--- src/rtl/cdad_pkg.sv ---
// cdad_pkg: request and result types, controller/datapath command and status
// types, and the Gregorian month length function
// no dependencies
package cdad_pkg;

  localparam int CMD_W   = 1;
  localparam int DAY_W   = 5;
  localparam int MONTH_W = 4;
  localparam int YEAR_W  = 14;
  localparam int COUNT_W = 16;
  localparam int REM_W   = 7;

  localparam logic [CMD_W-1:0] CMD_ADD = 1'b0;
  localparam logic [CMD_W-1:0] CMD_SUB = 1'b1;

  localparam logic [MONTH_W-1:0] MONTH_JAN = 4'd1;
  localparam logic [MONTH_W-1:0] MONTH_FEB = 4'd2;
  localparam logic [MONTH_W-1:0] MONTH_APR = 4'd4;
  localparam logic [MONTH_W-1:0] MONTH_JUN = 4'd6;
  localparam logic [MONTH_W-1:0] MONTH_SEP = 4'd9;
  localparam logic [MONTH_W-1:0] MONTH_NOV = 4'd11;
  localparam logic [MONTH_W-1:0] MONTH_DEC = 4'd12;

  localparam logic [DAY_W-1:0] DAY_FIRST = 5'd1;
  localparam logic [DAY_W-1:0] DAY_28    = 5'd28;
  localparam logic [DAY_W-1:0] DAY_29    = 5'd29;
  localparam logic [DAY_W-1:0] DAY_30    = 5'd30;
  localparam logic [DAY_W-1:0] DAY_31    = 5'd31;

  // year / 100 as (year * 5243) >> 19, exact for 14-bit years
  localparam int                    DIV100_MUL_W = 13;
  localparam logic [DIV100_MUL_W-1:0] DIV100_MUL = 13'd5243;
  localparam int                    DIV100_SHIFT = 19;
  localparam int                    PROD_W       = YEAR_W + DIV100_MUL_W;
  localparam logic [REM_W-1:0]      CENTURY      = 7'd100;
  localparam logic [REM_W-1:0]      REM_LAST     = 7'd99;

  typedef struct packed {
    logic [CMD_W-1:0]   cmd;
    logic [DAY_W-1:0]   start_day;
    logic [MONTH_W-1:0] start_month;
    logic [YEAR_W-1:0]  start_year;
    logic [COUNT_W-1:0] day_count;
  } req_t;

  typedef struct packed {
    logic [DAY_W-1:0]   result_day;
    logic [MONTH_W-1:0] result_month;
    logic [YEAR_W-1:0]  result_year;
    logic               year_out_of_range;
  } rsp_t;

  typedef struct packed {
    logic load;
    logic div;
    logic rem;
    logic norm;
    logic step;
    logic flag_set;
    logic out_load;
  } cdad_cmd_t;

  typedef struct packed {
    logic count_zero;
    logic at_limit;
    logic out_free;
  } cdad_sts_t;

  function automatic logic [DAY_W-1:0] month_len(input logic [MONTH_W-1:0] m,
                                                 input logic leap);
    logic [DAY_W-1:0] len;
    len = DAY_31;
    if (m == MONTH_FEB) begin
      len = leap ? DAY_29 : DAY_28;
    end else if (m == MONTH_APR || m == MONTH_JUN || m == MONTH_SEP || m == MONTH_NOV) begin
      len = DAY_30;
    end
    return len;
  endfunction

endpackage

--- src/rtl/cdad_ctrl.sv ---
// cdad_ctrl: sequencing state machine for the date stepper
// depends on cdad_pkg
module cdad_ctrl (
  input  logic               clk,
  input  logic               rst,
  input  logic               req_valid,
  output logic               req_stall,
  input  cdad_pkg::cdad_sts_t sts,
  output cdad_pkg::cdad_cmd_t ctl
);
  import cdad_pkg::*;

  localparam logic [2:0] S_IDLE = 3'd0;
  localparam logic [2:0] S_DIV  = 3'd1;
  localparam logic [2:0] S_REM  = 3'd2;
  localparam logic [2:0] S_NORM = 3'd3;
  localparam logic [2:0] S_STEP = 3'd4;
  localparam logic [2:0] S_FIN  = 3'd5;

  logic [2:0] state;
  logic [2:0] state_next;

  assign req_stall = (state != S_IDLE);

  always_comb begin
    state_next = state;
    ctl        = '0;
    case (state)
      S_IDLE: begin
        if (req_valid) begin
          ctl.load   = 1'b1;
          state_next = S_DIV;
        end
      end
      S_DIV: begin
        ctl.div    = 1'b1;
        state_next = S_REM;
      end
      S_REM: begin
        ctl.rem    = 1'b1;
        state_next = S_NORM;
      end
      S_NORM: begin
        ctl.norm   = 1'b1;
        state_next = S_STEP;
      end
      S_STEP: begin
        if (sts.count_zero) begin
          state_next = S_FIN;
        end else if (sts.at_limit) begin
          ctl.flag_set = 1'b1;
          state_next   = S_FIN;
        end else begin
          ctl.step = 1'b1;
        end
      end
      S_FIN: begin
        if (sts.out_free) begin
          ctl.out_load = 1'b1;
          state_next   = S_IDLE;
        end
      end
      default: begin
        state_next = S_IDLE;
      end
    endcase
  end

  always_ff @(posedge clk) begin
    if (rst) begin
      state <= S_IDLE;
    end else begin
      state <= state_next;
    end
  end

endmodule

--- src/rtl/cdad_dp.sv ---
// cdad_dp: date registers, century/remainder leap tracking, day stepper,
// and the result register
// depends on cdad_pkg
module cdad_dp #(
  parameter int unsigned MAX_DAY_COUNT = 65535,
  parameter int unsigned MAX_YEAR      = 9999
) (
  input  logic                clk,
  input  logic                rst,
  input  cdad_pkg::req_t      req,
  input  cdad_pkg::cdad_cmd_t ctl,
  output cdad_pkg::cdad_sts_t sts,
  output logic                rsp_valid,
  input  logic                rsp_stall,
  output cdad_pkg::rsp_t      rsp
);
  import cdad_pkg::*;

  localparam int YW = ($clog2(MAX_YEAR + 1) > YEAR_W) ? $clog2(MAX_YEAR + 1) : YEAR_W;
  localparam int QW = YW - 6;
  localparam logic [YW-1:0] YEAR_MAX = YW'(MAX_YEAR);

  logic               sub;
  logic [DAY_W-1:0]   d;
  logic [MONTH_W-1:0] m;
  logic [YW-1:0]      y;
  logic [QW-1:0]      q;
  logic [REM_W-1:0]   r;
  logic [COUNT_W-1:0] n;
  logic               flag;
  logic               out_full;

  logic [PROD_W-1:0]  prod;
  logic [YEAR_W-1:0]  cent;
  logic               leap;
  logic [DAY_W-1:0]   ml;
  logic [DAY_W-1:0]   ml_prev;
  logic [MONTH_W-1:0] m_in;
  logic [DAY_W-1:0]   d_in;
  logic               y_big;
  logic [COUNT_W-1:0] n_in;

  assign prod    = PROD_W'(y[YEAR_W-1:0]) * PROD_W'(DIV100_MUL);
  assign cent    = YEAR_W'(q) * YEAR_W'(CENTURY);
  assign leap    = (r[1:0] == 2'd0) && ((r != '0) || (q[1:0] == 2'd0));
  assign ml      = month_len(m, leap);
  assign ml_prev = month_len(m - 4'd1, leap);

  always_comb begin
    m_in = req.start_month;
    if (req.start_month < MONTH_JAN) begin
      m_in = MONTH_JAN;
    end else if (req.start_month > MONTH_DEC) begin
      m_in = MONTH_DEC;
    end
    d_in  = (req.start_day < DAY_FIRST) ? DAY_FIRST : req.start_day;
    y_big = (32'(req.start_year) > MAX_YEAR);
    n_in  = (32'(req.day_count) > MAX_DAY_COUNT) ? COUNT_W'(MAX_DAY_COUNT) : req.day_count;
  end

  always_comb begin
    sts.count_zero = (n == '0);
    sts.out_free   = !out_full || !rsp_stall;
    if (sub == CMD_SUB) begin
      sts.at_limit = (d == DAY_FIRST) && (m == MONTH_JAN) && (y == '0);
    end else begin
      sts.at_limit = (d >= ml) && (m == MONTH_DEC) && (y == YEAR_MAX);
    end
  end

  always_ff @(posedge clk) begin
    if (ctl.load) begin
      sub  <= req.cmd;
      d    <= d_in;
      m    <= m_in;
      y    <= y_big ? YEAR_MAX : YW'(req.start_year);
      flag <= y_big;
      n    <= n_in;
    end
    if (ctl.div) begin
      q <= QW'(prod[PROD_W-1:DIV100_SHIFT]);
    end
    if (ctl.rem) begin
      r <= REM_W'(y[YEAR_W-1:0] - cent);
    end
    if (ctl.norm && (d > ml)) begin
      d <= ml;
    end
    if (ctl.flag_set) begin
      flag <= 1'b1;
    end
    if (ctl.step) begin
      n <= n - 1'b1;
      if (sub == CMD_ADD) begin
        if (d < ml) begin
          d <= d + 1'b1;
        end else if (m < MONTH_DEC) begin
          d <= DAY_FIRST;
          m <= m + 1'b1;
        end else begin
          d <= DAY_FIRST;
          m <= MONTH_JAN;
          y <= y + 1'b1;
          if (r == REM_LAST) begin
            r <= '0;
            q <= q + 1'b1;
          end else begin
            r <= r + 1'b1;
          end
        end
      end else begin
        if (d > DAY_FIRST) begin
          d <= d - 1'b1;
        end else if (m > MONTH_JAN) begin
          m <= m - 1'b1;
          d <= ml_prev;
        end else begin
          y <= y - 1'b1;
          m <= MONTH_DEC;
          d <= DAY_31;
          if (r == '0) begin
            r <= REM_LAST;
            q <= q - 1'b1;
          end else begin
            r <= r - 1'b1;
          end
        end
      end
    end
  end

  always_ff @(posedge clk) begin
    if (ctl.out_load) begin
      rsp.result_day        <= d;
      rsp.result_month      <= m;
      rsp.result_year       <= y[YEAR_W-1:0];
      rsp.year_out_of_range <= flag;
    end
  end

  always_ff @(posedge clk) begin
    if (rst) begin
      out_full <= 1'b0;
    end else if (ctl.out_load) begin
      out_full <= 1'b1;
    end else if (!rsp_stall) begin
      out_full <= 1'b0;
    end
  end

  assign rsp_valid = out_full;

endmodule

--- src/rtl/calendar_date_add_days.sv ---
// calendar_date_add_days: Gregorian date add/subtract, top level
// depends on cdad_pkg, cdad_ctrl, cdad_dp
//
// usage:
//   request channel: req_valid/req_stall with req (cmd, start date, day count).
//   result channel: rsp_valid/rsp_stall with rsp (date and out-of-range flag).
//   a request is taken when req_valid is high and req_stall is low.
//   one request is worked on at a time; req_stall is high from the cycle after
//   acceptance until the result has been moved into the output register.
//   the day stepper advances the date by one day per clock, after the S_DIV,
//   S_REM and S_NORM states have split the year into century and remainder
//   and clamped the day.
//   a run that reaches a year limit stops early and sets year_out_of_range.
//   a new request is taken only once the last result is in the output register.
//   the output register holds a finished result while rsp_stall is high; the
//   next request is taken meanwhile and waits in its final state until the
//   register is free.
//   reset clears the state machine and the output valid; no result is lost
//   or repeated across stalls.
module calendar_date_add_days #(
  parameter int unsigned MAX_DAY_COUNT = 65535,
  parameter int unsigned MAX_YEAR      = 9999
) (
  input  logic           clk,
  input  logic           rst,
  input  logic           req_valid,
  output logic           req_stall,
  input  cdad_pkg::req_t req,
  output logic           rsp_valid,
  input  logic           rsp_stall,
  output cdad_pkg::rsp_t rsp
);
  import cdad_pkg::*;

  cdad_cmd_t ctl;
  cdad_sts_t sts;

  cdad_ctrl u_ctrl (
    .clk       (clk),
    .rst       (rst),
    .req_valid (req_valid),
    .req_stall (req_stall),
    .sts       (sts),
    .ctl       (ctl)
  );

  cdad_dp #(
    .MAX_DAY_COUNT (MAX_DAY_COUNT),
    .MAX_YEAR      (MAX_YEAR)
  ) u_dp (
    .clk       (clk),
    .rst       (rst),
    .req       (req),
    .ctl       (ctl),
    .sts       (sts),
    .rsp_valid (rsp_valid),
    .rsp_stall (rsp_stall),
    .rsp       (rsp)
  );

endmodule
--- config.mk ---
export PLATFORM = sky130hd
export DESIGN_NAME = calendar_date_add_days
export DESIGN_NICKNAME = d
export VERILOG_FILES = /design/src/rtl/cdad_pkg.sv /design/src/rtl/cdad_ctrl.sv /design/src/rtl/cdad_dp.sv /design/src/rtl/calendar_date_add_days.sv
export SDC_FILE = /design/constraint.sdc
export NUM_CORES = 1
export LEC_CHECK = 0
export BUFFER_PORTS_ARGS = -buffer_cell sky130_fd_sc_hd__buf_2
export CAP_MARGIN = 30
export CORE_UTILIZATION = 45
export CTS_BUF_LIST = sky130_fd_sc_hd__clkbuf_4
export CTS_CLUSTER_DIAMETER = 200
export DETAILED_ROUTE_END_ITERATION = 8
export GPL_TIMING_DRIVEN = 0
export PLACE_DENSITY = 0.65
export SETUP_SLACK_MARGIN = 0.02
export SLEW_MARGIN = 20
export SYNTH_ARGS = -nofsm -noshare
export SYNTH_HDL_FRONTEND = slang
export SYNTH_SLANG_ARGS = --single-unit
export TNS_END_PERCENT = 30
--- constraint.sdc ---
create_clock -name clk -period 8.15 [get_ports clk]
set_clock_uncertainty 0.1 [all_clocks]
set_input_delay 0.815 -clock clk [delete_from_list [all_inputs] [get_ports clk]]
set_output_delay 0.815 -clock clk [all_outputs]
set_load 0.05 [all_outputs]
==> results.yml, run 1 <==
yosys:
  synthTopCellsByArea: "ha_1 (18%), edfxtp_1 (15%), fa_1 (14%)"
  ys_async_sr_fraction_pct: 0
  synth_top_family_by_area: "adder cells"
  yosys_most_used_dff: "edfxtp_1"
  yosys.area_share.simple_pct: 14.09
  syn_area_per_cell_um2: 9.226
  synth.area.mux_share_pct: 0.8815
  synth-edff-count: 46
  ys_seq_area_share_pct: 22.57
  syn_nets: 1242
  synth_compound_area_share_pct: 17.37
  synthCells: 1000
  yosys.area_share.adder_pct: 31.98
  synth_cell_types: 89
  synthesis.area_mm2: 0.009226
  synth_top_area_share_pct: 18.31
  synth_seq_cells: 81
  yosysWarningCount: 0
  synth_xor_xnor_area_share_pct: 4.082
  yosys.area.top_type: "ha_1"
setup_path:
  critPathArrivalTime_ns: 6.33
  critPathCaptureType: "flip-flop"
  worstPathRequired_ns: 8.41
  start_kind: "flip-flop"
  crit_fanout: 11
  path_class: "reg2reg"
sta:
  max_clock_freq_ghz: 0.1647
  rsz0062_at_grt: "false"
  finalMaxSlewViolations: 0
  tightest_slew_ns: 0.9462
  hold_slack_ns: 0.3964
  final.min_clock_period_ns: 6.070
  fin_crit_sh_pct: 74.48
  maxSlewHeadroom_pct: 36.10
  hold_viol_final: 0
  setup_viol: 0
  finalSetupTns_ns: 0
cts:
  clockBufferDepth: 2
  clock-sinks: 81
  cts_tree: "yes"
  path_clk_slew_ns: 0.15
  h-tree-depth: 3
  numCtsBuffers: 9
  cts_resized: 0
  postCtsSetupRepairBufs: 0
  clk_latency_ns: 0.48
  hold_buffers: 0
  cts_root_buf: "clkbuf_4"
grt:
  grt_pass1_wl_mm: 40.10
  grt_overflow: 0
  antenna_found_initial: 1
  grt.total_usage_pct: 24.45
  grt_max_degree: 22
  grt_pass1_vias: 7277
route:
  wire_per_inst_um: 18.41
  routed_wl_mm: 24.98
  first_pass_iters: 6
  route.antenna.remaining_nets: 0
  wl_met3_mm: 1.730
  vias: 7736
  drc: 0
  drt-met1-wl_mm: 11.59
  met2_length_mm: 11.16
  via_per_inst: 5.701
  top_layer: "met4"
  drtIter0Drc: 673
placement:
  hpwl_mm: 19.66
  gp_congestion: 0.9302
  portBuffers: 69
cells_and_area:
  layout_common_cells: "inv_1 (147), ha_1 (135), buf_2 (79)"
  syn_to_final_growth_pct: 9.370
  fillerInstances: 1987
  final_nets: 1323
  seq_area_mm2: 0.002082
  multi_input_area_mm2: 0.006324
  final_common_cell: "inv_1"
  drive_above_1_share_pct: 13.17
floorplan:
  die_area_mm2: 0.02108
  core_mm2: 0.02017
  die_h_um: 145.2
  floorplan.rows: 52
  start_util_pct: 45.74
  io_pins: 70
  die_x_um: 145.2
outcome:
  status: "finished clean"
flow_run:
  cap_viol_max_count: 0
min_path:
  min_path_type: "reg2reg"
[final timing paths]
| kind | end | startpoint | slack, ns | cells past startpoint |
|---|---|---|---|---|
| setup reg to reg | u_dp.q[2] | u_dp.y[6] | 2.08 | 16 |
| setup / recovery | u_dp.q[2] | u_dp.y[6] | 2.08 | 16 |
| hold reg to reg | u_dp.rsp[21] | u_dp.d[2] | 0.40 | 0 |
| hold / removal | u_dp.rsp[21] | u_dp.d[2] | 0.40 | 0 |
[cells by family after synthesis]
logic type      after synthesis
fa+ha+maj                   198
compound gates              230
buf+inv                     189
mux                           8
xor+xnor                     43
simple gates                251
flops                        81
[layer usage]
layer	up-vias	GRT usage, %
met5	-	0
met4	0	6.842
met3	38	3.491
met2	286	37.40
met1	3736	35.76
li1	3676	-
[worst max-delay path, cell delays in order (launching register included)]
cell	delay (ns)
dfxtp_1	0.80
inv_1	0.35
fa_1	0.60
inv_1	0.06
ha_1	0.23
fa_1	0.49
fa_1	0.49
inv_1	0.05
fa_1	0.53
inv_1	0.04
ha_1	0.31
a21oi_1	0.15
o21ai_0	0.20
a2111oi_1	0.91
o22ai_1	0.26
xnor2_1	0.26
o211ai_1	0.10
[layout make-up]
| cell class | instances | share of cell area [%] |
|---|---|---|
| multi-input cells | 730 | 62.67 |
| flip-flops and latches | 81 | 20.63 |
| inverters | 147 | 5.468 |
| repair buffers | 70 | 3.695 |
| well taps | 270 | 3.348 |
| plain buffers | 42 | 2.790 |
| clock buffers | 11 | 0.8184 |
| clock inverters | 5 | 0.5580 |
| diodes | 1 | 0.02480 |
[flip-flops by register name (all words and copies together) (netlist names)]
name            count
u_dp.d              5
u_dp.r              7
u_ctrl.state        3
u_dp.flag           1
u_dp.sub            1
u_dp.m              4
u_dp.n             16
u_dp.y             14
u_dp.rsp_valid      1
u_dp.q              5
u_dp.rsp           24
[cell usage after synthesis, types with 4 or more instances]
master	n
o21ai_1	4
nand2b_1	5
o22ai_1	19
and3_1	6
ha_1	135
and2_1	4
xor2_1	13
buf_4	6
nand2_1	72
a31oi_1	15
nand3_1	27
nand4_1	10
nor2_1	58
nand3b_1	5
nor4_1	8
inv_1	147
clkbuf_1	14
a221oi_1	11
o31ai_1	5
buf_6	9
dfxtp_1	35
mux2i_1	7
o21ai_0	52
nor3b_1	6
buf_2	10
a21oi_1	48
a22oi_1	6
edfxtp_1	46
fa_1	63
nor3_1	18
xnor2_1	30
o211ai_1	11
o32a_1	4
a211oi_1	5
[stage by stage]
step | utilization (%) | std cells | setup slack [ns] | instance area (um2)
floorplan | - | 1000 | 3.214 | 9226
global placement | 49.13 | 1339 | 1.923 | 9910
detailed placement | 49.33 | 1340 | 2.133 | 9950
CTS | 50.02 | 1356 | 2.086 | 10090
global route | 50.03 | 1357 | 1.850 | 10090
finish | 50.03 | 1357 | 2.080 | 10090
Power of run 1 is not shown: default switching activity piles up to over one toggle a cycle in this logic, so the estimate is an artifact.
==> inputs of run 2 (changes only) <==
--- a/config.mk
+++ b/config.mk
@@ -5,6 +5,7 @@
 export SDC_FILE = /design/constraint.sdc
 export NUM_CORES = 1
 export LEC_CHECK = 0
+export ABC_AREA = 1
 export BUFFER_PORTS_ARGS = -buffer_cell sky130_fd_sc_hd__buf_2
 export CAP_MARGIN = 30
 export CORE_UTILIZATION = 45
@@ -12,7 +13,7 @@
 export CTS_CLUSTER_DIAMETER = 200
 export DETAILED_ROUTE_END_ITERATION = 8
 export GPL_TIMING_DRIVEN = 0
-export PLACE_DENSITY = 0.65
+export PLACE_DENSITY = 0.64
 export SETUP_SLACK_MARGIN = 0.02
 export SLEW_MARGIN = 20
 export SYNTH_ARGS = -nofsm -noshare
==> constraint.sdc (replaced) <==
create_clock -name clk -period 5.65 [get_ports clk]
set_clock_uncertainty 0.1 [all_clocks]
set_input_delay 0.565 -clock clk [delete_from_list [all_inputs] [get_ports clk]]
set_output_delay 0.565 -clock clk [all_outputs]
set_load 0.05 [all_outputs]
==> results.yml, run 2 <==
outcome:
  status: "finished clean"
floorplan:
  io_pins: 70
  die_x_um: 147.7
  core_mm2: 0.02049
  start_util_pct: 46.58
  die_h_um: 147.7
  floorplan.rows: 52
  die_area_mm2: 0.02180
grt:
  grt_pass1_wl_mm: 39.50
  grtUsageMet1_pct: 33.62
  grt_busiest_layer: "met2"
  grt_overflow: 0
  grt_util_met3_pct: 3.920
  grt_max_degree: 22
  grt.total_usage_pct: 23.18
  grt_pass1_vias: 7693
  antenna_found_initial: 1
  use_met2_pct: 34.76
yosys:
  yosys.area.top_type: "ha_1"
  synthesis.area_mm2: 0.009547
  synth_seq_cells: 81
  yosysMostFrequentCell: "nand2_1"
  ys_async_sr_fraction_pct: 0
  synth_top_area_share_pct: 17.69
  syn_nets: 1485
  synth_cell_types: 56
  syn_area_per_cell_um2: 7.680
  synthTopCellsByArea: "ha_1 (18%), edfxtp_1 (14%), fa_1 (13%)"
  yosysWarningCount: 0
  synth-edff-count: 46
  synthCells: 1243
  ys_seq_area_share_pct: 21.81
  synthTopCellsByCount: "nand2_1 (279), inv_1 (235), ha_1 (135)"
  yosys_most_used_dff: "edfxtp_1"
setup_path:
  critPathCaptureType: "flip-flop"
  worstPathRequired_ns: 5.93
  path_class: "reg2reg"
  reg2reg_slack_ns: 0.43
  start_kind: "flip-flop"
  crit_fanout: 10
  critPathArrivalTime_ns: 5.50
  r2r_cells: 22
  r2r_start: "u_dp.y[6]"
  rr_endpoint: "u_dp.q[2]"
sta:
  setup_viol: 0
  tightest_slew_ns: 0.7695
  finalMaxSlewViolations: 0
  hold_viol_final: 0
  setup_ws_ns: 0.4257
  rsz0062_at_grt: "false"
  final.min_clock_period_ns: 5.224
  max_clock_freq_ghz: 0.1914
  fin_crit_sh_pct: 92.47
  maxSlewHeadroom_pct: 48.63
  finalSetupTns_ns: 0
route:
  via_per_inst: 5.067
  first_pass_iters: 5
  wire_per_inst_um: 15.01
  drtIter0Drc: 454
  route.antenna.remaining_nets: 0
  drc: 0
  vias: 8107
  routed_wl_mm: 24.01
cts:
  clk_latency_ns: 0.48
  postCtsSetupRepairBufs: 0
  clockBufferDepth: 2
  hold_buffers: 0
  clock-sinks: 81
  cts_resized: 0
  cts_tree: "yes"
  h-tree-depth: 3
  numCtsBuffers: 9
  cts_root_buf: "clkbuf_4"
  path_clk_slew_ns: 0.15
cells_and_area:
  drive_above_1_share_pct: 10.61
  syn_to_final_growth_pct: 9.017
  layout_common_cells: "nand2_1 (279), inv_1 (235), ha_1 (135)"
  largest_reg_flops: 24
  final_common_cell: "nand2_1"
  reg_top3: "u_dp.rsp: 24 flops, u_dp.n: 16 flops, u_dp.y: 14 flops"
  largest-register: "u_dp.rsp"
  final_nets: 1566
placement:
  gp_congestion: 0.9417
  post-place-ws_ns: 0.4172
  hpwl_mm: 19.73
  portBuffers: 69
flow_run:
  cap_viol_max_count: 0
min_path:
  hold_path_depth: 1
  min_path_type: "in2reg"
  min_to: "u_dp.sub"
  holdCritStartpoint: "req[39]"
run 2: changes by cell type after synthesis, moves of 10 or more:
cell	delta
inv_1	+88
nand2_1	+207
nand3_1	+29
nor2_1	+33
o211ai_1	-10
o21ai_0	+29
o22ai_1	-10
xnor2_1	-15
xor2_1	+16
run 2: worst max-delay path, stage by stage (launching register included):
cell and delay [ns]:
dfxtp_1 0.75, inv_1 0.30, fa_1 0.56, inv_1 0.05, ha_1 0.22, fa_1 0.55
inv_1 0.05, fa_1 0.47, fa_1 0.55, inv_1 0.05, ha_1 0.30, nand2_1 0.12
nor2_1 0.16, nand2_1 0.06, nand3b_1 0.17, nand3_1 0.10, nand2_1 0.05, nand3_1 0.19
nand3_1 0.10, nand2_1 0.07, nand2_1 0.05, nand2_1 0.05, nand2_1 0.05
run 2: logic make-up after synthesis:
group | Yosys count | synth area share, %
compound gates | 186 | 11.55
xor+xnor | 44 | 4.037
fa+ha+maj | 198 | 30.90
buf+inv | 266 | 10.97
flops | 81 | 21.81
simple gates | 468 | 20.73
run 2: worst max path at each step:
stage,startpoint,endpoint,slack [ns],depth (start not counted)
after floorplan,u_dp.y[11],u_dp.q[0],1.13,23
after global placement,u_dp.y[4],u_dp.q[2],0.47,22
after detailed placement,u_dp.y[4],u_dp.q[2],0.42,22
after CTS,u_dp.y[4],u_dp.q[2],0.33,22
after global routing,u_dp.y[11],u_dp.q[2],0.03,23
final,u_dp.y[6],u_dp.q[2],0.43,22
run 2: through the flow:
stage / util [%] / std cells / hold WS [ns] / area [um2]
4_1_cts: 50.76 / 1599 / 0.1699 / 10400
6_report: 50.78 / 1600 / 0.1905 / 10410
3_3_place_gp: 49.91 / 1582 / 0.3169 / 10230
2_1_floorplan: - / 1243 / 0.3086 / 9547
3_5_place_dp: 50.10 / 1583 / 0.3203 / 10270
5_1_grt: 50.78 / 1600 / 0.1713 / 10410
run 2: metal layers:
metal	share of wire, %	wire length, um
met4	2.8	664
met2	43	10360
met1	49	11690
met5	0	0
met3	5.4	1291
run 2: area by class of cell:
cell class | count | area (um2)
plain buffers | 22 | 131.4
diodes | 1 | 2.502
inverters | 244 | 915.9
repair buffers | 70 | 372.9
fillers | 2021 | 10090
flip-flops and latches | 81 | 2083
well taps | 270 | 337.8
clock inverters | 6 | 60.06
multi-input cells | 896 | 6429
clock buffers | 10 | 75.07
Power of run 2 is left out for the same reason.
==> inputs of run 3 (changes only) <==
--- a/config.mk
+++ b/config.mk
@@ -13,7 +13,7 @@
 export CTS_CLUSTER_DIAMETER = 200
 export DETAILED_ROUTE_END_ITERATION = 8
 export GPL_TIMING_DRIVEN = 0
-export PLACE_DENSITY = 0.64
+export PLACE_DENSITY = 0.61
 export SETUP_SLACK_MARGIN = 0.02
 export SLEW_MARGIN = 20
 export SYNTH_ARGS = -nofsm -noshare
==> results.yml, run 3 (synthesis results as in run 2) <==
route:
  first_pass_iters: 5
  wire_per_inst_um: 15.28
  drc: 0
  vias: 8154
  drtIter0Drc: 605
  via_per_inst: 5.099
  routed_wl_mm: 24.43
  route.antenna.remaining_nets: 0
grt:
  grt_max_degree: 22
  grtUsageMet1_pct: 34.58
  grt_util_met3_pct: 3.951
  antenna_found_initial: 0
  grt_overflow: 0
  grt.total_usage_pct: 23.53
  use_met2_pct: 35.42
  grt_pass1_wl_mm: 39.69
  grt_pass1_vias: 7625
  grt_busiest_layer: "met2"
cells_and_area:
  drive_above_1_share_pct: 10.61
  final_nets: 1566
  reg_top3: "u_dp.rsp: 24 flops, u_dp.n: 16 flops, u_dp.y: 14 flops"
  syn_to_final_growth_pct: 8.860
  layout_common_cells: "nand2_1 (279), inv_1 (235), ha_1 (135)"
  largest_reg_flops: 24
  final_common_cell: "nand2_1"
  diodes: 0
  largest-register: "u_dp.rsp"
setup_path:
  crit_fanout: 10
  critPathArrivalTime_ns: 5.50
  critPathCaptureType: "flip-flop"
  worstPathRequired_ns: 5.94
  path_class: "reg2reg"
  start_kind: "flip-flop"
floorplan:
  die_h_um: 147.7
  floorplan.rows: 52
  core_mm2: 0.02049
  io_pins: 70
  die_x_um: 147.7
  die_area_mm2: 0.02180
  start_util_pct: 46.58
placement:
  portBuffers: 69
  gp_congestion: 0.9002
  hpwl_mm: 19.86
sta:
  hold_viol_final: 0
  final.min_clock_period_ns: 5.207
  finalSetupTns_ns: 0
  tightest_slew_ns: 0.7723
  max_clock_freq_ghz: 0.1921
  maxSlewHeadroom_pct: 48.45
  setup_viol: 0
  finalMaxSlewViolations: 0
  fin_crit_sh_pct: 92.16
  rsz0062_at_grt: "false"
cts:
  clockBufferDepth: 2
  cts_tree: "yes"
  clock-sinks: 81
  cts_root_buf: "clkbuf_4"
  numCtsBuffers: 9
  clk_latency_ns: 0.50
  postCtsSetupRepairBufs: 0
  h-tree-depth: 3
  path_clk_slew_ns: 0.17
outcome:
  status: "finished clean"
min_path:
  min_path_type: "in2reg"
flow_run:
  cap_viol_max_count: 0
-- run 3: changes by cell type in the layout (fill, tap and decap cells not counted) --
cell        before  now
inv_8            0    1
clkbuf_4        10    9
inv_6            0    1
clkinv_2         2    0
diode_2          1    0
bufinv_16        1    0
clkinvlp_4       1    3
-- run 3: worst paths after layout --
kind | startpoint | cells past startpoint | to | slack (ns)
max | u_dp.y[6] | 22 | u_dp.q[2] | 0.44
min | req[39] | 1 | u_dp.sub | 0.16
max reg2reg | u_dp.y[6] | 22 | u_dp.q[2] | 0.44
min reg2reg | u_dp.flag | 0 | u_dp.rsp[0] | 0.36
-- run 3: per-layer routing --
layer / up-vias / share of wire [%]
met3: 19 / 5.8
li1: 4132 / -
met1: 3797 / 50
met2: 206 / 43
met5: - / 0
met4: 0 / 2.0
-- run 3: cell type report --
cell class                      instances  area, um2
Sequential cell                        81       2083
Clock buffer                            9      67.56
Buffer                                 22      131.4
Multi-Input combinational cell        896       6429
Timing Repair Buffer                   70      372.9
Fill cell                            2051      10100
Inverter                              244      915.9
Tap cell                              270      337.8
Clock inverter                          7      55.05
-- run 3: critical path: stages, from the launching register on --
cell and delay [ns]:
dfxtp_1 0.76, inv_1 0.30, fa_1 0.57, inv_1 0.05
ha_1 0.21, fa_1 0.52, fa_1 0.50, inv_1 0.06
fa_1 0.53, inv_1 0.05, ha_1 0.30, nand2_1 0.13
nor2_1 0.16, nand2_1 0.05, nand3b_1 0.17, nand3_1 0.10
nand2_1 0.05, nand3_1 0.16, nand3_1 0.10, nand2_1 0.07
nand2_1 0.04, nand2_1 0.05, nand2_1 0.05
-- run 3: per-stage QoR --
step | util [%] | cells | worst slack, ns | hold slack [ns] | cell area [um2]
after floorplan | - | 1243 | 1.131 | 0.3086 | 9547
after global placement | 49.91 | 1582 | 0.4206 | 0.3145 | 10230
after detailed placement | 50.10 | 1583 | 0.4193 | 0.3257 | 10270
after CTS | 50.70 | 1599 | 0.3663 | 0.1504 | 10390
after global routing | 50.71 | 1599 | 0.02105 | 0.1198 | 10390
final | 50.71 | 1599 | 0.4430 | 0.1559 | 10390
-- run 3: what timing repair did --
action,CTS,global route
hold buffers,0,0
setup endpoints to repair,0,3
gates resized for setup,0,1
Power of run 3 is left out for the same reason.
